File: src/epsm_pkg.sv
// shared constants and types of the encoder period speed meter
package epsm_pkg;

    localparam int WHEELS_DEF = 4;
    localparam int WHEEL_W    = 2;
    localparam int MODE_W     = 2;
    localparam int CNT_W      = 16;
    localparam int NUM_W      = 24;
    localparam int SPEED_W    = 22;

    localparam int IN_DATA_W  = 24;  // wheel, timer_count, zero pad
    localparam int OUT_DATA_W = 40;  // speed, filtered period, zero pad

    localparam int DIV_STEPS  = NUM_W;
    localparam int STEP_W     = $clog2(DIV_STEPS);

    localparam logic [NUM_W-1:0]   NUM_RESET = 24'd3926991;
    localparam logic [SPEED_W-1:0] SPEED_MAX = 22'h3F_FFFF;

    // modes one and three are speed queries
    localparam logic [MODE_W-1:0] MODE_EDGE = 2'd0;
    localparam logic [MODE_W-1:0] MODE_ZERO = 2'd2;

    typedef enum logic [2:0] {
        S_IDLE,
        S_UPD,
        S_LOAD,
        S_DIV,
        S_FIN
    } t_state;

    typedef struct packed {
        logic capture;
        logic update;
        logic load;
        logic step;
        logic finish;
    } t_dp_cmd;

    typedef struct packed {
        logic div_last;
        logic out_free;
    } t_dp_status;

endpackage

File: src/epsm_ctrl.sv
// controller state machine of the encoder period speed meter
module epsm_ctrl
    import epsm_pkg::*;
(
    input  logic       i_clk,
    input  logic       i_rst_n,
    input  logic       i_in_valid,
    output logic       o_in_ready,
    input  t_dp_status i_status,
    output t_dp_cmd    o_cmd
);

    t_state r_state;
    t_state n_state;

    always_ff @(posedge i_clk) begin
        if (!i_rst_n) begin
            r_state <= S_IDLE;
        end else begin
            r_state <= n_state;
        end
    end

    always_comb begin
        n_state = r_state;
        case (r_state)
            S_IDLE: begin
                if (i_in_valid) begin
                    n_state = S_UPD;
                end
            end
            S_UPD:  n_state = S_LOAD;
            S_LOAD: n_state = S_DIV;
            S_DIV: begin
                if (i_status.div_last) begin
                    n_state = S_FIN;
                end
            end
            S_FIN: begin
                if (i_status.out_free) begin
                    n_state = S_IDLE;
                end
            end
            default: n_state = S_IDLE;
        endcase
    end

    always_comb begin
        o_cmd      = '0;
        o_in_ready = 1'b0;
        case (r_state)
            S_IDLE: begin
                o_in_ready  = 1'b1;
                o_cmd.capture = i_in_valid;
            end
            S_UPD:  o_cmd.update = 1'b1;
            S_LOAD: o_cmd.load   = 1'b1;
            S_DIV:  o_cmd.step   = 1'b1;
            S_FIN:  o_cmd.finish = i_status.out_free;
            default: o_cmd = '0;
        endcase
    end

endmodule

File: src/epsm_dpath.sv
// datapath: per-wheel period state, period filter, restoring divider, result register
module epsm_dpath
    import epsm_pkg::*;
#(
    parameter int WHEELS = WHEELS_DEF
) (
    input  logic                  i_clk,
    input  logic                  i_rst_n,
    input  t_dp_cmd               i_cmd,
    output t_dp_status            o_status,
    input  logic                  i_cfg_we,
    input  logic [NUM_W-1:0]      i_cfg_wdata,
    input  logic [MODE_W-1:0]     i_mode,
    input  logic [WHEEL_W-1:0]    i_wheel,
    input  logic [CNT_W-1:0]      i_timer_count,
    output logic                  o_out_valid,
    input  logic                  i_out_ready,
    output logic [SPEED_W-1:0]    o_speed,
    output logic [CNT_W-1:0]      o_filtered_period,
    output logic                  o_zero_period
);

    localparam int WIDX = (WHEELS > 1) ? $clog2(WHEELS) : 1;

    logic [NUM_W-1:0]   r_num;
    logic [MODE_W-1:0]  r_mode;
    logic [WHEEL_W-1:0] r_wheel;
    logic [CNT_W-1:0]   r_cnt;

    logic               r_phase [WHEELS];
    logic [CNT_W-1:0]   r_start [WHEELS];
    logic [CNT_W-1:0]   r_filt  [WHEELS];

    logic [CNT_W-1:0]   r_den;
    logic [CNT_W-1:0]   r_rem;
    logic [NUM_W-1:0]   r_quo;
    logic [STEP_W-1:0]  r_step;

    logic               r_out_valid;
    logic [SPEED_W-1:0] r_speed;
    logic [CNT_W-1:0]   r_period;
    logic               r_zero;

    logic [WIDX-1:0]    idx;
    logic               wheel_ok;
    logic [CNT_W-1:0]   per;
    logic [CNT_W:0]     sum;
    logic [CNT_W:0]     rem_sh;
    logic [CNT_W+1:0]   diff;

    assign idx      = WIDX'(r_wheel);
    assign wheel_ok = ({30'd0, r_wheel} < 32'(WHEELS));
    assign per      = r_cnt - r_start[idx];
    assign sum      = {1'b0, r_filt[idx]} + {1'b0, per};

    // one quotient bit per step
    assign rem_sh   = {r_rem, r_quo[NUM_W-1]};
    assign diff     = {1'b0, rem_sh} - {2'b00, r_den};

    always_ff @(posedge i_clk) begin
        if (!i_rst_n) begin
            r_num <= NUM_RESET;
        end else if (i_cfg_we) begin
            r_num <= i_cfg_wdata;
        end
    end

    always_ff @(posedge i_clk) begin
        if (i_cmd.capture) begin
            r_mode  <= i_mode;
            r_wheel <= i_wheel;
            r_cnt   <= i_timer_count;
        end
    end

    always_ff @(posedge i_clk) begin
        if (!i_rst_n) begin
            for (int i = 0; i < WHEELS; i++) begin
                r_phase[i] <= 1'b0;
                r_start[i] <= '0;
                r_filt[i]  <= '0;
            end
        end else if (i_cmd.update) begin
            if (r_mode == MODE_ZERO) begin
                for (int i = 0; i < WHEELS; i++) begin
                    r_filt[i] <= '0;
                end
            end else if (r_mode == MODE_EDGE && wheel_ok) begin
                if (!r_phase[idx]) begin
                    r_start[idx] <= r_cnt;
                    r_phase[idx] <= 1'b1;
                end else begin
                    r_filt[idx]  <= sum[CNT_W:1];
                    r_phase[idx] <= 1'b0;
                end
            end
        end
    end

    always_ff @(posedge i_clk) begin
        if (i_cmd.load) begin
            r_den  <= wheel_ok ? r_filt[idx] : '0;
            r_rem  <= '0;
            r_quo  <= r_num;
            r_step <= '0;
        end else if (i_cmd.step) begin
            if (!diff[CNT_W+1]) begin
                r_rem <= diff[CNT_W-1:0];
            end else begin
                r_rem <= rem_sh[CNT_W-1:0];
            end
            r_quo  <= {r_quo[NUM_W-2:0], ~diff[CNT_W+1]};
            r_step <= r_step + 1'b1;
        end
    end

    always_ff @(posedge i_clk) begin
        if (!i_rst_n) begin
            r_out_valid <= 1'b0;
        end else if (i_cmd.finish) begin
            r_out_valid <= 1'b1;
        end else if (i_out_ready) begin
            r_out_valid <= 1'b0;
        end
    end

    always_ff @(posedge i_clk) begin
        if (i_cmd.finish) begin
            if (!wheel_ok) begin
                r_speed  <= '0;
                r_period <= '0;
                r_zero   <= 1'b0;
            end else if (r_den == '0) begin
                r_speed  <= SPEED_MAX;
                r_period <= '0;
                r_zero   <= 1'b1;
            end else begin
                // quotient overflow saturates without the zero flag
                r_speed  <= (r_quo > NUM_W'(SPEED_MAX)) ? SPEED_MAX : r_quo[SPEED_W-1:0];
                r_period <= r_den;
                r_zero   <= 1'b0;
            end
        end
    end

    assign o_status.div_last = (r_step == STEP_W'(DIV_STEPS - 1));
    assign o_status.out_free = !r_out_valid || i_out_ready;

    assign o_out_valid       = r_out_valid;
    assign o_speed           = r_speed;
    assign o_filtered_period = r_period;
    assign o_zero_period     = r_zero;

endmodule

File: src/encoder_period_speed_meter_top.sv
// an accepted word passes the update, load, divide and finish states before its result is valid
// the next word is taken after the finish state, which holds while a result waits to be taken
// the 24-step restoring divider (one quotient bit a cycle) takes most of the time per word
// a new word is taken while the previous result still sits in the output register
// reset: synchronous, active low; clears all wheel state and loads the default numerator
module encoder_period_speed_meter_top
    import epsm_pkg::*;
#(
    parameter int WHEELS = WHEELS_DEF
) (
    input  logic                  i_clk,
    input  logic                  i_rst_n,
    input  logic                  i_cfg_we,
    input  logic [NUM_W-1:0]      i_cfg_wdata,
    input  logic                  s_axis_tvalid,
    output logic                  s_axis_tready,
    input  logic [IN_DATA_W-1:0]  s_axis_tdata,   // wheel[1:0], timer_count[17:2], zero pad
    input  logic [MODE_W-1:0]     s_axis_tuser,   // mode[1:0]
    output logic                  m_axis_tvalid,
    input  logic                  m_axis_tready,
    output logic [OUT_DATA_W-1:0] m_axis_tdata,   // speed[21:0], filtered_period[37:22], zero pad
    output logic [0:0]            m_axis_tuser    // zero_period[0]
);

    t_dp_cmd            cmd;
    t_dp_status         status;
    logic [SPEED_W-1:0] speed;
    logic [CNT_W-1:0]   period;
    logic               zero_period;

    epsm_ctrl u_ctrl (
        .i_clk      (i_clk),
        .i_rst_n    (i_rst_n),
        .i_in_valid (s_axis_tvalid),
        .o_in_ready (s_axis_tready),
        .i_status   (status),
        .o_cmd      (cmd)
    );

    epsm_dpath #(
        .WHEELS (WHEELS)
    ) u_dpath (
        .i_clk             (i_clk),
        .i_rst_n           (i_rst_n),
        .i_cmd             (cmd),
        .o_status          (status),
        .i_cfg_we          (i_cfg_we),
        .i_cfg_wdata       (i_cfg_wdata),
        .i_mode            (s_axis_tuser),
        .i_wheel           (s_axis_tdata[WHEEL_W-1:0]),
        .i_timer_count     (s_axis_tdata[WHEEL_W+CNT_W-1:WHEEL_W]),
        .o_out_valid       (m_axis_tvalid),
        .i_out_ready       (m_axis_tready),
        .o_speed           (speed),
        .o_filtered_period (period),
        .o_zero_period     (zero_period)
    );

    assign m_axis_tdata = {(OUT_DATA_W - SPEED_W - CNT_W)'(0), period, speed};
    assign m_axis_tuser = zero_period;

endmodule

File: config.mk
export PLATFORM = sky130hd
export DESIGN_NAME = encoder_period_speed_meter_top
export DESIGN_NICKNAME = d
export VERILOG_FILES = /design/src/epsm_pkg.sv /design/src/epsm_ctrl.sv /design/src/epsm_dpath.sv /design/src/encoder_period_speed_meter_top.sv
export SDC_FILE = /design/constraint.sdc
export NUM_CORES = 1
export LEC_CHECK = 0
export BUFFER_PORTS_ARGS = -buffer_cell sky130_fd_sc_hd__buf_2
export CAP_MARGIN = 25
export CORE_MARGIN = 1.5
export CORE_UTILIZATION = 58
export DETAILED_ROUTE_END_ITERATION = 16
export GPL_TIMING_DRIVEN = 0
export PLACE_DENSITY = 0.84
export SYNTH_ARGS = -nofsm -noshare
export SYNTH_HDL_FRONTEND = slang
export SYNTH_SLANG_ARGS = --single-unit
File: constraint.sdc
create_clock -name i_clk -period 6.1 [get_ports i_clk]
set_input_delay 0.915 -clock i_clk [delete_from_list [all_inputs] [get_ports i_clk]]
set_output_delay 0.915 -clock i_clk [all_outputs]
set_load 0.02 [all_outputs]
Word level (Yosys, flattened, before mapping)
Memory sizes are Yosys's and may differ from the RTL's. A register that Yosys moved wholly into a read port is not among the register bits. Cells that the tools add are included.

Add/sub/neg operators: 4. Order comparisons: 1. Equality and inequality tests: 9. Mux-type cells: 50. Bitwise logic cells: 6. Reduce and logical (&&, ||, !) cells: 12.

Operators by type and width (count): $mux W16 (7); $mux W24 (2); $reduce_or A16 Y1 (2); $mux W1 (31); $gt A24 B22 Y1 const B (1); $sub A17 B16 Y18 (1); $add A16 B16 Y17 (1); $logic_not A16 Y1 (1); $sub A16 B16 Y16 (1); $pmux W3 S5 (1); $mux W2 (6); $mux W3 (3); $eq A3 B2 Y1 const B (2); $add A5 B1 Y5 const B (1); $eq A5 B5 Y1 const B (1); $or A1 B1 Y1 (5); $ne A2 B2 Y1 const B (2); $reduce_bool A2 Y1 (2); $eq A3 B1 Y1 const B (1); $eq A3 B3 Y1 const B (1); $logic_not A3 Y1 (1); $reduce_and A3 Y1 (1); $eq A2 B2 Y1 const B (1); $logic_not A2 Y1 (1); other kinds (6) (6).

Register bits: 148. Memory bits (writable): 132. Input port bits: 55. Output and inout port bits: 43. Memories kept: 3.

Memories: u_dpath.r_filt (words 4, bits a word 16, read ports 1, clocked after memory_dff 1, wr ports 4, line epsm_dpath.sv:32) `logic [CNT_W-1:0] r_filt [WHEELS];`; u_dpath.r_start (words 4, bits a word 16, read ports 1, clocked after memory_dff 1, wr ports 4, line epsm_dpath.sv:31) `logic [CNT_W-1:0] r_start [WHEELS];`; u_dpath.r_phase (words 4, bits a word 1, read ports 1, clocked after memory_dff 1, wr ports 4, line epsm_dpath.sv:30) `logic r_phase [WHEELS];`.

Longest topological paths before layout
Depth after elaboration: 9. Gate-level depth with buffers: 21.

Cells and area by module
Synthesis repeated with hierarchy kept, for this count alone.

Cell total of the unflattened synthesis: 1076. Area, all modules: 13456.7 um2.

Modules (own cells, without submodules): epsm_dpath (instances 1, cells an instance 1051, area each 13242.7 um2, seq. area each 7867.5 um2); epsm_ctrl (instances 1, cells an instance 22, area each 195.2 um2, seq. area each 60.1 um2); encoder_period_speed_meter_top (instances 1, cells an instance 3, area each 18.8 um2, seq. area each 0.0 um2).

Worst setup path before layout
No wires, ideal clock.

Path type: flip-flop to flip-flop. Start: reg (tool-made name). End: mem u_dpath.r_filt[0][14], data pin. Arrival: 4622 ps. Data required time: 5830 ps. Slack: 1207 ps. Cell stages (with the launch flop): 22. Path buffers: 2. Clock period less this slack: 4893 ps. Cell sequence: dfxtp_1 -> buf_6 -> clkbuf_1 -> mux4_2 -> ha_1 -> inv_1 -> fa_1 -> a21oi_1 -> o21ai_0 -> a21oi_1 -> o21bai_1 -> a21oi_1 -> nor3_1 -> a311o_1 -> ha_1 -> and3_1 -> nand3_1 -> a221o_1 -> nand2_1 -> nor4b_1 -> a311oi_1 -> nor2_1.

RTL lines (line): end: declaration (epsm_dpath.sv:32).

==> impl_metrics.toml <==
[synth]
synthCells = 1074
ys.flop_type = "edfxtp_1"
yosys_warnings = 0
synth_edf_count = 228
syn-cell-area_um2 = 13300
synth_common_cells = "228 x edfxtp_1, 122 x nor2_1, 83 x nand2_1"
yosysUniqueCellTypes = 63
async_flop_share = 0
avgSynthCellArea_um2 = 12.4
ys_seq_area_frac = 0.594
yosysTopAreaCell = "edfxtp_1"
ys_ff_latch = 282
synth_area_leaders = "edfxtp_1 51%, dfxtp_1 8.1%, mux4_2 5.6%"
synth_top_area_share = 0.513
synth_most_common_cell = "edfxtp_1"

[detailed_routing]
initialDrtViolationCount = 617
first_pass_iters = 5
wl_per_cell_um = 19.2
vias_per_cell = 5.90
remaining_drc_errors = 0
drt_wl_total_mm = 28.8
vias = 8877
drtAntennaViolNets = 0

[final_layout]
areaGrowthSynthToFinish_pct = 14.0
drive_gt1_frac = 0.172
antenna_cells = 0
fillers = 1532
fin_nets = 1306

[timing]
hold_viol = 0
fmaxAchievable_mhz = 175
rsz0062_at_grt = "no"
drv_slew = 0
setup_violations = 0
fin_ws_ns = 0.393
tightest_slew_ns = 0.998
finClkSkew_ns = 0.0237
fin_setup_tns_ns = 0
fin_crit_sh = 0.936
relSlewSlack = 0.335
fin_crit_ns = 5.71

[worst_setup_path]
end_kind = "register"
cp.required_ns = 6.37
critPathArrivalTime_ns = 5.98
start_kind = "register"
worstSetupPathType = "reg2reg"
reg2reg_depth = 20
path_max_fanout = 10

[clocking]
cts_setup_buffers = 0
cts_hold_buf = 0
cts-buffers-inserted = 29
cts_resized = 0
path_clk_slew_ns = 0.06
insertion_delay_ns = 0.56
cts_sinks = 282
htreeDepth = 1
clk_path_buf_depth = 3
cts_root_buf = "clkbuf_16"
cts_tree = "built"

[die]
pin_count = 98
die-height_um = 155
core_area_um2 = 22600
std_cell_rows = 55
start_util = 0.590
die_area_um2 = 23900
fp.dieW_um = 155

[placement]
hpwl_mm = 20.5
io_buffer_count = 87
pre_cts_ws_ns = 0.165
gp_congestion = 0.874

[power_and_ir_drop]
vdd_ir_drop_max_mv = 0.260
power_density_nw_per_um2 = 348
p_leak_nw = 6.02

[global_route]
grt_max_degree = 40
grt_pass1_vias = 8942
overflow = 0
antenna_found_initial = 2
grt_pass1_wl_mm = 45.0
grt_usage = 0.242

[min_path]
hold_depth = 2
min_path_type = "reg2reg"

[run_status]
status = "complete, no violations"

[job]
drv_cap = 0
-- per-stage QoR --
step	utilization	area [um^2]	cells	total power (W)	hold WS (ns)
2_1_floorplan	-	13400	1075	0.00324	0.435
4_1_cts	0.669	15100	1503	0.00528	0.474
5_1_grt	0.672	15200	1505	0.00550	0.496
3_5_place_dp	0.628	14200	1450	0.00357	0.458
3_3_place_gp	0.625	14100	1447	0.00351	0.448
6_report	0.672	15200	1505	0.00529	0.472
-- final timing paths --
| path | slack (ns) | start | endpoint |
|---|---|---|---|
| worst max-delay path | 0.39 | register | u_dpath.r_filt[3][14] |
| worst max register to register | 0.39 | register | u_dpath.r_filt[3][14] |
| worst min-delay path | 0.47 | u_dpath.r_step[1] | u_dpath.r_step[1] |
| worst min register to register | 0.47 | u_dpath.r_step[1] | u_dpath.r_step[1] |
-- area by class of cell --
cell class	count	area, um^2	area share
multi-input cells	667	4940	0.325
plain buffers	59	245	0.0161
well taps	285	357	0.0234
repair buffers	93	563	0.0370
inverters	66	248	0.0163
clock buffers	38	790	0.0519
flip-flops and latches	282	7930	0.521
clock inverters	15	139	0.00913
-- cells by family (layout without fill, tap and decap cells) --
kind of cell | after synthesis | after routing | share of synthesized area
and+or+nand+nor | 334 | 334 | 0.115
DFF | 282 | 282 | 0.594
AOI/OAI and AO/OA | 154 | 154 | 0.0798
buffers and inverters | 126 | 271 | 0.0370
muxes | 88 | 88 | 0.0993
adders and majority gates | 53 | 53 | 0.0514
xor gates and xnor gates | 36 | 36 | 0.0236
other | 1 | 2 | 0.000281
-- registers in the layout (all words and copies together), names as in the netlist, named ones only --
signal and count:
u_dpath.o_zero_period 1, u_dpath.r_num 24, u_dpath.r_quo 24, u_dpath.r_cnt 16, u_dpath.r_den 16, u_dpath.r_mode 2
u_dpath.r_filt 64, u_dpath.r_start 64, u_dpath.o_filtered_period 16, u_dpath.o_out_valid 1, u_ctrl.r_state 3, u_dpath.idx 2
u_dpath.r_step 5, u_dpath.r_phase 4, u_dpath.o_speed 22, u_dpath.r_rem 16
-- placed cells by master (no fill, tap or decap), types with 4 or more instances in the layout --
cell type / n
clkinv_2: 4
xor2_1: 13
mux2_2: 25
o211ai_1: 6
o21a_1: 5
o21ai_0: 28
dfxtp_1: 54
nor3_1: 16
nand3_1: 27
o311ai_0: 10
xnor2_1: 23
clkbuf_16: 29
mux2i_1: 30
nor4_1: 9
inv_1: 65
clkbuf_1: 56
a21o_1: 16
ha_1: 50
and3_1: 8
nand2b_1: 31
and2_1: 15
clkinv_1: 7
mux4_2: 33
nand2_1: 83
nor2_1: 122
edfxtp_1: 228
nor2b_1: 11
o21bai_1: 6
buf_2: 89
a21oi_1: 39
-- power breakdown --
part,switching (W),total (W),internal (W)
clock network,0.000728,0.00172,0.000996
logic,0.000786,0.00129,0.000506
registers,0.0000684,0.00227,0.00221
total,0.00158,0.00529,0.00371
-- worst max-delay path, cell delays in order, from the launching register on --
cell and delay (ns):
dfxtp_1 0.31, clkbuf_1 0.31, clkbuf_1 0.51, mux4_2 0.31, inv_1 0.08, fa_1 0.44, a21oi_1 0.18, o21ai_0 0.11
a21oi_1 0.23, o21bai_1 0.13, a21oi_1 0.38, nor3_1 0.11, a311o_1 0.31, ha_1 0.42, and3_1 0.27, nand3_1 0.09
a221o_1 0.26, nand2_1 0.20, nor4b_1 0.09, a311oi_1 0.60, nor2_1 0.09
-- metal layers --
metal	global-route usage	routed length, um	share of wire	vias up
met4	0.0829	937	0.033	4
li1	-	-	-	4177
met2	0.436	14500	0.50	362
met3	0.0342	1940	0.067	69
met5	0	32	0.0011	-
met1	0.299	11400	0.39	4265
No activity file was read; power rests on OpenSTA's default activity.
